## src/sv/msp_pkg.sv

```systemverilog
// ----------------------------------------------------------------------------
// msp_pkg: shared types and constants of the acknowledgement header parser
// result kinds, queue entry layout and queue sizing
// ----------------------------------------------------------------------------
package msp_pkg;

  // longest property length field in bytes (1 to 4)
  localparam int MAX_LEN_BYTES = 4;
  localparam int LEN_W         = 28;
  localparam int ID_W          = 16;

  // queue between parser and output stage
  localparam int QDEPTH = 2;
  localparam int QPTR_W = $clog2(QDEPTH);
  localparam int QCNT_W = $clog2(QDEPTH + 1);

  typedef enum logic [1:0] {
    KIND_PROPERTY  = 2'd0,
    KIND_COMPLETE  = 2'd1,
    KIND_MALFORMED = 2'd2
  } kind_t;

  typedef struct packed {
    kind_t            kind;
    logic [ID_W-1:0]  packet_id;
    logic [7:0]       reason_code;
    logic [7:0]       property_byte;
    logic             eop;
  } entry_t;

endpackage

```

## src/sv/msp_front.sv

```systemverilog
// ----------------------------------------------------------------------------
// msp_front: byte parser
// walks id, length, property and reason phases and queues at most one result per byte
// ----------------------------------------------------------------------------
module msp_front import msp_pkg::*; (
  input  logic         clk,
  input  logic         rst_n,
  input  logic         in_valid,
  input  logic [7:0]   in_byte,
  input  logic         in_start,
  input  logic         q_ready,
  output logic         push,
  output entry_t       push_entry
);

  typedef enum logic [2:0] {
    PH_ID_HIGH = 3'd0,
    PH_ID_LOW  = 3'd1,
    PH_LENGTH  = 3'd2,
    PH_PROPS   = 3'd3,
    PH_REASON  = 3'd4,
    PH_IDLE    = 3'd5
  } phase_t;

  phase_t            phase_r, phase_nxt, cur_phase;
  logic [ID_W-1:0]   id_r, id_nxt, cur_id;
  logic [LEN_W-1:0]  len_r, len_nxt, cur_len, merged;
  logic [1:0]        k_r, k_nxt, cur_k;
  logic              accept;

  assign accept = in_valid && q_ready;

  always_comb begin
    // a start mark clears parse state before the byte is used
    cur_phase = in_start ? PH_ID_HIGH : phase_r;
    cur_id    = in_start ? '0 : id_r;
    cur_len   = in_start ? '0 : len_r;
    cur_k     = in_start ? '0 : k_r;

    unique case (cur_k)
      2'd0: merged = cur_len | {21'd0, in_byte[6:0]};
      2'd1: merged = cur_len | {14'd0, in_byte[6:0], 7'd0};
      2'd2: merged = cur_len | {7'd0, in_byte[6:0], 14'd0};
      default: merged = cur_len | {in_byte[6:0], 21'd0};
    endcase

    phase_nxt  = phase_r;
    id_nxt     = id_r;
    len_nxt    = len_r;
    k_nxt      = k_r;
    push       = 1'b0;
    push_entry = '{kind: KIND_PROPERTY, packet_id: '0, reason_code: '0,
                   property_byte: '0, eop: 1'b0};

    if (accept) begin
      phase_nxt = cur_phase;
      id_nxt    = cur_id;
      len_nxt   = cur_len;
      k_nxt     = cur_k;
      case (cur_phase)
        PH_ID_HIGH: begin
          id_nxt    = {in_byte, 8'd0};
          phase_nxt = PH_ID_LOW;
        end
        PH_ID_LOW: begin
          id_nxt    = {cur_id[15:8], in_byte};
          phase_nxt = PH_LENGTH;
        end
        PH_LENGTH: begin
          len_nxt = merged;
          if (!in_byte[7]) begin
            phase_nxt = (merged == '0) ? PH_REASON : PH_PROPS;
          end else if ((3'({1'b0, cur_k}) + 3'd1) >= 3'(MAX_LEN_BYTES)) begin
            // continuation bit still set on the last allowed length byte
            phase_nxt       = PH_IDLE;
            push            = 1'b1;
            push_entry.kind = KIND_MALFORMED;
            push_entry.eop  = 1'b1;
          end else begin
            k_nxt = cur_k + 2'd1;
          end
        end
        PH_PROPS: begin
          len_nxt = cur_len - LEN_W'(1);
          if (cur_len == LEN_W'(1)) begin
            phase_nxt = PH_REASON;
          end
          push                     = 1'b1;
          push_entry.property_byte = in_byte;
        end
        PH_REASON: begin
          phase_nxt              = PH_IDLE;
          push                   = 1'b1;
          push_entry.kind        = KIND_COMPLETE;
          push_entry.packet_id   = cur_id;
          push_entry.reason_code = in_byte;
          push_entry.eop         = 1'b1;
        end
        default: begin
          // idle: bytes after the end of a packet are dropped
          phase_nxt = PH_IDLE;
        end
      endcase
    end
  end

  always_ff @(posedge clk) begin
    if (!rst_n) begin
      phase_r <= PH_ID_HIGH;
      id_r    <= '0;
      len_r   <= '0;
      k_r     <= '0;
    end else begin
      phase_r <= phase_nxt;
      id_r    <= id_nxt;
      len_r   <= len_nxt;
      k_r     <= k_nxt;
    end
  end

  a_final_goes_idle: assert property (@(posedge clk) disable iff (!rst_n)
    push && push_entry.eop |=> phase_r == PH_IDLE)
    else $error("parser not idle after end of packet");

  a_eop_matches_kind: assert property (@(posedge clk) disable iff (!rst_n)
    push |-> (push_entry.eop == (push_entry.kind != KIND_PROPERTY)))
    else $error("end of packet flag disagrees with result kind");

  a_props_nonzero: assert property (@(posedge clk) disable iff (!rst_n)
    phase_r == PH_PROPS |-> len_r != '0)
    else $error("property phase with zero bytes left");

endmodule

```

## src/sv/msp_queue.sv

```systemverilog
// ----------------------------------------------------------------------------
// msp_queue: result queue
// short fifo between parser and output stage
// ----------------------------------------------------------------------------
module msp_queue import msp_pkg::*; (
  input  logic    clk,
  input  logic    rst_n,
  input  logic    push,
  input  entry_t  push_entry,
  output logic    q_ready,
  input  logic    pop,
  output logic    q_valid,
  output entry_t  head
);

  entry_t             mem [QDEPTH];
  logic [QPTR_W-1:0]  wr_ptr_r, rd_ptr_r;
  logic [QCNT_W-1:0]  count_r;

  assign q_ready = count_r != QCNT_W'(QDEPTH);
  assign q_valid = count_r != '0;
  assign head    = mem[rd_ptr_r];

  always_ff @(posedge clk) begin
    if (push) begin
      mem[wr_ptr_r] <= push_entry;
    end
  end

  always_ff @(posedge clk) begin
    if (!rst_n) begin
      wr_ptr_r <= '0;
      rd_ptr_r <= '0;
      count_r  <= '0;
    end else begin
      if (push) begin
        wr_ptr_r <= (wr_ptr_r == QPTR_W'(QDEPTH - 1)) ? '0 : wr_ptr_r + QPTR_W'(1);
      end
      if (pop) begin
        rd_ptr_r <= (rd_ptr_r == QPTR_W'(QDEPTH - 1)) ? '0 : rd_ptr_r + QPTR_W'(1);
      end
      if (push && !pop) begin
        count_r <= count_r + QCNT_W'(1);
      end else if (pop && !push) begin
        count_r <= count_r - QCNT_W'(1);
      end
    end
  end

  a_count_bound: assert property (@(posedge clk) disable iff (!rst_n)
    count_r <= QCNT_W'(QDEPTH))
    else $error("queue count beyond depth");

  a_no_overflow: assert property (@(posedge clk) disable iff (!rst_n)
    push |-> q_ready)
    else $error("push into full queue");

  a_no_underflow: assert property (@(posedge clk) disable iff (!rst_n)
    pop |-> q_valid)
    else $error("pop from empty queue");

endmodule

```

## src/sv/msp_back.sv

```systemverilog
// ----------------------------------------------------------------------------
// msp_back: output stage
// pulls results from the queue into the registered result channel
// ----------------------------------------------------------------------------
module msp_back import msp_pkg::*; (
  input  logic         clk,
  input  logic         rst_n,
  input  logic         q_valid,
  input  entry_t       head,
  output logic         pop,
  output logic         out_tvalid,
  input  logic         out_tready,
  output logic [31:0]  out_tdata,
  output logic [1:0]   out_tuser,
  output logic         out_tlast
);

  logic    valid_r;
  entry_t  data_r;

  assign pop = q_valid && (!valid_r || out_tready);

  always_ff @(posedge clk) begin
    if (!rst_n) begin
      valid_r <= 1'b0;
    end else if (pop) begin
      valid_r <= 1'b1;
    end else if (out_tready) begin
      valid_r <= 1'b0;
    end
  end

  always_ff @(posedge clk) begin
    if (pop) begin
      data_r <= head;
    end
  end

  assign out_tvalid = valid_r;
  assign out_tdata  = {data_r.property_byte, data_r.reason_code, data_r.packet_id};
  assign out_tuser  = data_r.kind;
  assign out_tlast  = data_r.eop;

endmodule

```

## src/sv/mqtt_suback_parser.sv

```systemverilog
// ----------------------------------------------------------------------------
// mqtt_suback_parser: subscribe / unsubscribe acknowledgement header parser
// splits the variable header into packet id, property bytes and reason code
// ----------------------------------------------------------------------------
//
//  channel | dir | tdata                                    | tuser          | tlast
//  in_     | in  | [7:0] data_byte                          | packet_start   | -
//  out_    | out | [15:0] id, [23:16] reason, [31:24] prop  | [1:0] kind     | end_of_packet
//
// one byte per clock while the queue has room; the queue is written at the edge
// that takes a byte and the output register loads from the queue once it is free,
// so a result passes through a queue entry and the output register to out_tvalid
// id bytes give no result, a length byte only an overlong one; others give at most one
// reset is synchronous, active low, and clears parse state and the queue
// in_tready drops only when the two-entry queue is full, so an output stall
// reaches the input once the output register and both queue entries hold results
//
module mqtt_suback_parser import msp_pkg::*; (
  input  logic         clk,
  input  logic         rst_n,
  // input byte stream
  input  logic         in_tvalid,
  output logic         in_tready,
  input  logic [7:0]   in_tdata,   // [7:0] data_byte
  input  logic         in_tuser,   // [0] packet_start
  // result stream
  output logic         out_tvalid,
  input  logic         out_tready,
  output logic [31:0]  out_tdata,  // [15:0] packet_id, [23:16] reason_code, [31:24] property_byte
  output logic [1:0]   out_tuser,  // [1:0] result_kind
  output logic         out_tlast   // end_of_packet
);

  logic    push, pop, q_ready, q_valid;
  entry_t  push_entry, head;

  // front: takes bytes whenever the queue has room
  msp_front u_front (
    .clk        (clk),
    .rst_n      (rst_n),
    .in_valid   (in_tvalid),
    .in_byte    (in_tdata),
    .in_start   (in_tuser),
    .q_ready    (q_ready),
    .push       (push),
    .push_entry (push_entry)
  );

  assign in_tready = q_ready;

  // queue decouples parser from downstream stalls
  msp_queue u_queue (
    .clk        (clk),
    .rst_n      (rst_n),
    .push       (push),
    .push_entry (push_entry),
    .q_ready    (q_ready),
    .pop        (pop),
    .q_valid    (q_valid),
    .head       (head)
  );

  // back: registered result channel
  msp_back u_back (
    .clk        (clk),
    .rst_n      (rst_n),
    .q_valid    (q_valid),
    .head       (head),
    .pop        (pop),
    .out_tvalid (out_tvalid),
    .out_tready (out_tready),
    .out_tdata  (out_tdata),
    .out_tuser  (out_tuser),
    .out_tlast  (out_tlast)
  );

endmodule

```

## config.mk

```make
export PLATFORM = sky130hd
export DESIGN_NAME = mqtt_suback_parser
export DESIGN_NICKNAME = d
export VERILOG_FILES = /design/src/sv/msp_pkg.sv /design/src/sv/msp_front.sv /design/src/sv/msp_queue.sv /design/src/sv/msp_back.sv /design/src/sv/mqtt_suback_parser.sv
export SDC_FILE = /design/constraint.sdc
export NUM_CORES = 1
export LEC_CHECK = 0
export ABC_AREA = 1
export BUFFER_PORTS_ARGS = -buffer_cell sky130_fd_sc_hd__buf_2
export CORE_MARGIN = 5
export CORE_UTILIZATION = 65
export DETAILED_ROUTE_END_ITERATION = 8
export PLACE_DENSITY = 0.83
export SYNTH_ARGS = -nofsm -noshare
export SYNTH_HDL_FRONTEND = slang
export SYNTH_SLANG_ARGS = --single-unit
```

## constraint.sdc

```tcl
create_clock -name clk -period 6.4 [get_ports clk]
set_input_delay 0.64 -clock clk [delete_from_list [all_inputs] [get_ports clk]]
set_output_delay 0.64 -clock clk [all_outputs]
set_load 0.02 [all_outputs]
```

## Yosys cells after proc, flatten, opt, wreduce, memory -nomap -nowiden

Memories as Yosys holds them, arrays and structs flattened. A register that Yosys moved wholly into a read port is not among the register bits.
Cells that the tools add are included.

| storage, ports and cells | value |
|---|---|
| memories kept | 1 |
| register bits after elaboration | 54 |
| RAM bits | 70 |
| input bits | 13 |

| operators by class | value |
|---|---|
| order comparisons | 1 |
| equality and inequality tests | 8 |
| reductions and logical operators | 15 |
| bitwise gates (word level) | 4 |
| add/subtract/negate cells | 7 |
| muxes and demuxes | 34 |

Memory list:

| memory | depth | bits a word | rd ports | clocked after memory_dff | write ports | RTL line | RTL |
|---|---|---|---|---|---|---|---|
| u_queue.mem | 2 | 35 | 1 | 1 | 1 | msp_queue.sv:16 | `entry_t mem [QDEPTH];` |

Operators by type and width:

| cell | count |
|---|---|
| 28-bit case mux with 3 select lines | 1 |
| 28-bit case mux with 2 select lines | 1 |
| 35-bit 2-to-1 mux | 1 |
| 16-bit case mux with 2 select lines | 1 |
| 28-bit by 1-bit == test with 1-bit output, second input constant | 1 |
| 28-bit logical NOT | 1 |
| 28-bit 2-to-1 mux | 1 |
| 28-bit by 14-bit OR with 28-bit output | 1 |
| 28-bit by 21-bit OR with 28-bit output | 1 |
| 28-bit OR | 1 |
| 28-bit by 7-bit OR with 28-bit output | 1 |
| 28-bit by 1-bit subtractor with 28-bit output, second input constant | 1 |
| 24-bit 2-to-1 mux | 1 |
| 16-bit 2-to-1 mux | 1 |
| 2-bit 2-to-1 mux | 8 |
| 3-bit 2-to-1 mux | 5 |
| 3-bit case mux with 4 select lines | 1 |
| 1-bit 2-to-1 mux | 9 |
| 8-bit 2-to-1 mux | 1 |
| 3-bit by 2-bit == test with 1-bit output, second input constant | 2 |
| 2-bit nonzero test | 3 |
| 2-bit by 1-bit adder with 2-bit output, second input constant | 2 |
| 1-bit logical AND | 4 |
| 1-bit case mux with 2 select lines | 2 |
| other kinds (15) | 18 |

## Depth between registers and ports, before layout

| logic depth | value |
|---|---|
| word-level depth | 11 |
| mapped depth | 19 |
| mapped depth without buffers | 18 |

## By module

From an unflattened synthesis, not the netlist that was laid out.

| second synthesis, totals | value |
|---|---|
| cells, all modules | 847 |
| area, all modules | 7930.1 sq um |

By module, submodules not included:

| module | instances | area each (sq um) | cells each |
|---|---|---|---|
| msp_front | 1 | 3920.0 | 661 |
| msp_queue | 1 | 2907.8 | 144 |
| msp_back | 1 | 1102.3 | 42 |

## Worst setup path after synthesis

Ideal clock, no wire load.

| path | value |
|---|---|
| kind | input port to flip-flop |
| from | in in_tuser |
| to | mem u_queue.mem[1][0] (netlist bit) (enable) |
| path buffers | 3 |
| setup slack | 2.716 ns |
| stages on the path | 12 |
| arrival time | 3.255 ns |
| setup time | 0.429 ns |
| data required time | 5.971 ns |
| cells stage by stage | buf_6 -> inv_8 -> buf_12 -> buf_12 -> nand2_1 -> nor2_2 -> inv_1 -> nor2_2 -> a21oi_1 -> nand2_1 -> nand2_1 -> nor2_1 |

| between the ends | value |
|---|---|
| longest elaborated chain between the ends | 9 |

Ends and longest elaborated chain:

| element | RTL line | RTL |
|---|---|---|
| start: declaration | mqtt_suback_parser.sv:25 | `input logic in_tuser,` |
| 2-bit 2-to-1 mux | msp_front.sv:38 | `cur_k = in_start ? '0 : k_r;` |
| 2-bit by 1-bit adder with 3-bit output | msp_front.sv:73 | `end else if ((3'({1'b0, cur_k}) + 3'd1) >= 3'(MAX_LEN_BYTES)) begin` |
| 3-bit greater-or-equal comparator | msp_front.sv:73 |  |
| 1-bit 2-to-1 mux | msp_front.sv:73 |  |
| 1-bit 2-to-1 mux | msp_front.sv:71 | `if (!in_byte[7]) begin` |
| 1-bit case mux with 2 select lines * | msp_front.sv:60 | `case (cur_phase)` |
| 1-bit 2-to-1 mux * | msp_front.sv:55 | `if (accept) begin` |
| 1-bit 2-to-1 mux * | msp_queue.sv:25 | `if (push) begin` |
| 1-bit 2-to-1 mux (implied by the code) * | msp_queue.sv:26 | `mem[wr_ptr_r] <= push_entry;` |
| end: declaration | msp_queue.sv:16 |  |

Every way passes the cells marked *; elsewhere a longest branch is shown, timed or not.

## Worst setup path after layout

| path | value |
|---|---|
| from | in in_tuser |
| to | reg u_queue.count_r[1] |

| between the ends | value |
|---|---|
| longest elaborated chain between the ends | 10 |

Ends and longest elaborated chain:

| element | RTL line | RTL |
|---|---|---|
| 2-bit 2-to-1 mux | msp_front.sv:38 |  |
| 2-bit by 1-bit adder with 3-bit output | msp_front.sv:73 |  |
| 3-bit greater-or-equal comparator | msp_front.sv:73 |  |
| 1-bit 2-to-1 mux | msp_front.sv:73 |  |
| 1-bit 2-to-1 mux | msp_front.sv:71 |  |
| 1-bit case mux with 2 select lines * | msp_front.sv:60 |  |
| 1-bit 2-to-1 mux * | msp_front.sv:55 |  |
| via push | mqtt_suback_parser.sv:34 | `logic push, pop, q_ready, q_valid;` |
| 1-bit logical NOT | msp_queue.sv:44 | `end else if (pop && !push) begin` |
| 1-bit logical AND | msp_queue.sv:44 |  |
| 2-bit nonzero test (no source line) | -- |  |
| end signal: assignment | msp_queue.sv:43 | `count_r <= count_r + QCNT_W'(1);` |
| end signal: assignment | msp_queue.sv:45 | `count_r <= count_r - QCNT_W'(1);` |
| end: declaration | msp_queue.sv:18 | `logic [QCNT_W-1:0] count_r;` |

Mark *: on every way through the listed nets, which the timed path passes. The rest lies on a longest branch.
A chain may end at the register's enable or synchronous reset.

==> qor.yml <==
power:
  p_per_area_mw_per_mm2: 403
  leakagePower_uw: 0.00369
  finalPower_uw: 3510
  ir_worst_vdd_uv: 214
logic_synthesis:
  syn_avg_cell_area_um2: 8.62
  synth_seq_cells: 159
  syn_area_mm2: 0.00779
  yosysWarningCount: 0
  syn_inst: 904
  synth_fp_nets: 920
  synth.distinct_cells: 42
  seq_area_frac_synth_pct: 54.3
floorplan:
  initial_core_util_pct: 65.7
  num_rows: 40
  io_pins: 50
  coreArea_mm2: 0.0119
  die_height_um: 119
  die-area_mm2: 0.0143
  die_x_um: 119
route:
  drt_iter0_drc: 670
  via_count: 6491
  wl_per_cell_um: 17.2
  drc: 0
  vias_per_cell: 5.92
  routed_wl_um: 18900
  dr.pass1.iters: 6
  ant_nets: 0
clocking:
  clk_latency_ps: 430
  cts_buffers: 17
  htreeDepth: 4
  ctsHoldBuffers: 0
  path_clk_slew_ps: 60
  post-cts-setup-buffer-count: 0
  tritoncts: "built"
  cts_root_buffer: "clkbuf_16"
  clock-sinks: 159
  ctsLongestPathBuffers: 2
  post_cts_resized: 0
global_route:
  gr-total-overflow: 0
  grt_pass1_vias: 6118
  grt_max_degree: 63
  grt_util_all_layers_pct: 26.8
  antenna_found_initial: 0
  grt_pass1_wl_um: 29900
setup_path:
  cp.arrival_ps: 3810
  r2r_cells: 17
  path_class: "in2reg"
  regToRegStartpoint: "u_front.phase_r[1]"
  cp-start-kind: "input pin"
  r2r_slack_ps: 3400
  r2r-end: "u_queue.count_r[1]"
  crit_fanout: 62
  cp.required_ps: 6710
  cp-end-kind: "flip-flop"
hold_path:
  min_to: "u_front.len_r[5]"
  worstHoldPathCells: 2
  hp-start: "u_front.len_r[5]"
  hold_path.class: "reg2reg"
finish:
  fillerInstances: 852
  antenna_cells: 0
  drive_above_1_share_pct: 15.6
  final_common_cell: "nand2_1"
  fin_cells: 1097
  regArea_mm2: 0.00423
  nets: 953
  syn_to_final_growth_pct: 11.7
  final_cell_mix: "nand2_1 (230), edfxtp_1 (105), nor2_1 (87)"
  multi_input_area_mm2: 0.00305
timing:
  hold_viol_final: 0
  rsz0062_at_grt: "no"
  fin_crit_ps: 3500
  finalClockSkew_ps: 10.4
  relSlewSlack_pct: 34.4
  maxSlewViolCount: 0
  setup_viol: 0
  fmax_mhz: 286
  setup_tns_ps: 0
  fin_crit_sh_pct: 54.6
  worst_slew_pin_slew_ps: 978
placed_design:
  dp.cells: 1065
  gp_congestion: 0.976
  portBuffers: 49
  hpwl_um: 11700
run:
  max_cap_viol_count: 0
status:
  outcome: "complete, no violations"
## worst max-delay path: stages
cell and delay (ps):
buf_2 200, inv_8 370, nand2_2 110, inv_2 110
nand2_2 110, inv_2 310, nand2_2 330, inv_1 240
nand2_1 110, nor2_2 130, a21oi_1 70, nand2_1 80
nand2_1 120, inv_2 110, ha_1 260, a21oi_1 130
o21ai_0 120, o21ai_0 170, a21oi_1 60
## per-layer routing
metal | vias up | share of wire, % | GRT usage, %
li1 | 3130 | - | -
met1 | 2982 | 40 | 33.2
met2 | 325 | 49 | 44.4
met3 | 54 | 7.2 | 5.84
met4 | 0 | 3.7 | 13.4
met5 | - | 0 | 0
## sequential cells by signal, summed over array words and instances, names as in the netlist, 2 cells and up
| name | flops |
|---|---|
| u_back.out_tdata | 32 |
| u_front.k_r | 2 |
| u_front.phase_r | 3 |
| u_front.len_r | 28 |
| u_front.id_r | 16 |
| u_queue.count_r | 2 |
| u_back.out_tuser | 2 |
| u_queue.mem | 70 |
## stage by stage
stage	utilization (%)	instance area, um^2	hold WS [ps]	setup slack [ps]
2_1_floorplan	-	7790	445	2720
5_1_grt	73.4	8700	486	2590
6_report	73.4	8700	473	2900
3_5_place_dp	68.0	8070	456	2530
4_1_cts	73.4	8700	475	2980
3_3_place_gp	68.0	8070	453	2680
## cell families (layout without fill, tap and decap cells)
kind of cell | Yosys count | in the layout | synth area share (%)
simple gates | 443 | 443 | 25.7
buf+inv | 120 | 166 | 6.70
xor+xnor | 3 | 3 | 0.337
flops | 159 | 159 | 54.3
compound gates | 176 | 176 | 12.4
fa+ha+maj | 3 | 3 | 0.482
## area by class of cell
| type | count | area share, % |
|---|---|---|
| multi-input cells | 625 | 35.1 |
| repair buffers | 56 | 3.42 |
| clock inverters | 15 | 2.37 |
| inverters | 78 | 3.47 |
| well taps | 147 | 2.11 |
| clock buffers | 17 | 4.89 |
| flip-flops and latches | 159 | 48.7 |
## Yosys cell counts
| cell type | n | area, um^2 |
|---|---|---|
| a211oi_1 | 1 | 7.51 |
| a21oi_1 | 72 | 360 |
| a21oi_2 | 1 | 8.76 |
| a221oi_1 | 4 | 35.0 |
| a31oi_1 | 1 | 6.26 |
| and3_1 | 1 | 6.26 |
| buf_1 | 5 | 18.8 |
| buf_12 | 2 | 40.0 |
| buf_2 | 6 | 30.0 |
| buf_6 | 3 | 33.8 |
| clkbuf_1 | 26 | 97.6 |
| clkinv_1 | 2 | 7.51 |
| clkinv_2 | 1 | 5.00 |
| dfxtp_1 | 54 | 1080 |
| edfxtp_1 | 105 | 3150 |
| ha_1 | 3 | 37.5 |
| inv_1 | 64 | 240 |
| inv_2 | 10 | 37.5 |
| inv_8 | 1 | 11.3 |
| nand2_1 | 230 | 863 |
| nand2_2 | 21 | 131 |
| nand2_4 | 8 | 90.1 |
| nand2_8 | 1 | 20.0 |
| nand3_1 | 40 | 200 |
| nand3_2 | 1 | 10.0 |
| nand3b_1 | 1 | 7.51 |
| nand4_1 | 23 | 144 |
| nor2_1 | 89 | 334 |
| nor2_2 | 7 | 43.8 |
| nor2_4 | 4 | 45.0 |
| nor3_1 | 14 | 70.1 |
| nor3_2 | 1 | 10.0 |
| nor3_4 | 1 | 16.3 |
| nor4_2 | 1 | 12.5 |
| o211ai_1 | 19 | 143 |
| o21a_1 | 2 | 15.0 |
| o21ai_0 | 63 | 315 |
| o21ai_1 | 9 | 45.0 |
| o21ai_2 | 1 | 8.76 |
| o221ai_1 | 2 | 17.5 |
| o22ai_1 | 1 | 6.26 |
| xor2_1 | 3 | 26.3 |
## worst max path at each step
stage,startpoint,endpoint,slack (ps),cells after the start
floorplan,in_tuser,u_queue.mem[1][0],2720,12
global placement,in_tuser,u_queue.mem[1][6],2680,15
detailed placement,in_tuser,u_queue.count_r[1],2530,19
CTS,in_tuser,u_queue.count_r[1],2980,19
global route,in_tuser,u_queue.count_r[1],2590,19
finish,in_tuser,u_queue.count_r[1],2900,19
## power by group
group	leakage, uW	switching, uW	internal [uW]
Sequential	0.00140	63.8	1320
Combinational	0.00198	749	284
Clock	0.000308	426	660
Total	0.00369	1240	2270
Power figures use the tool's default switching activity.
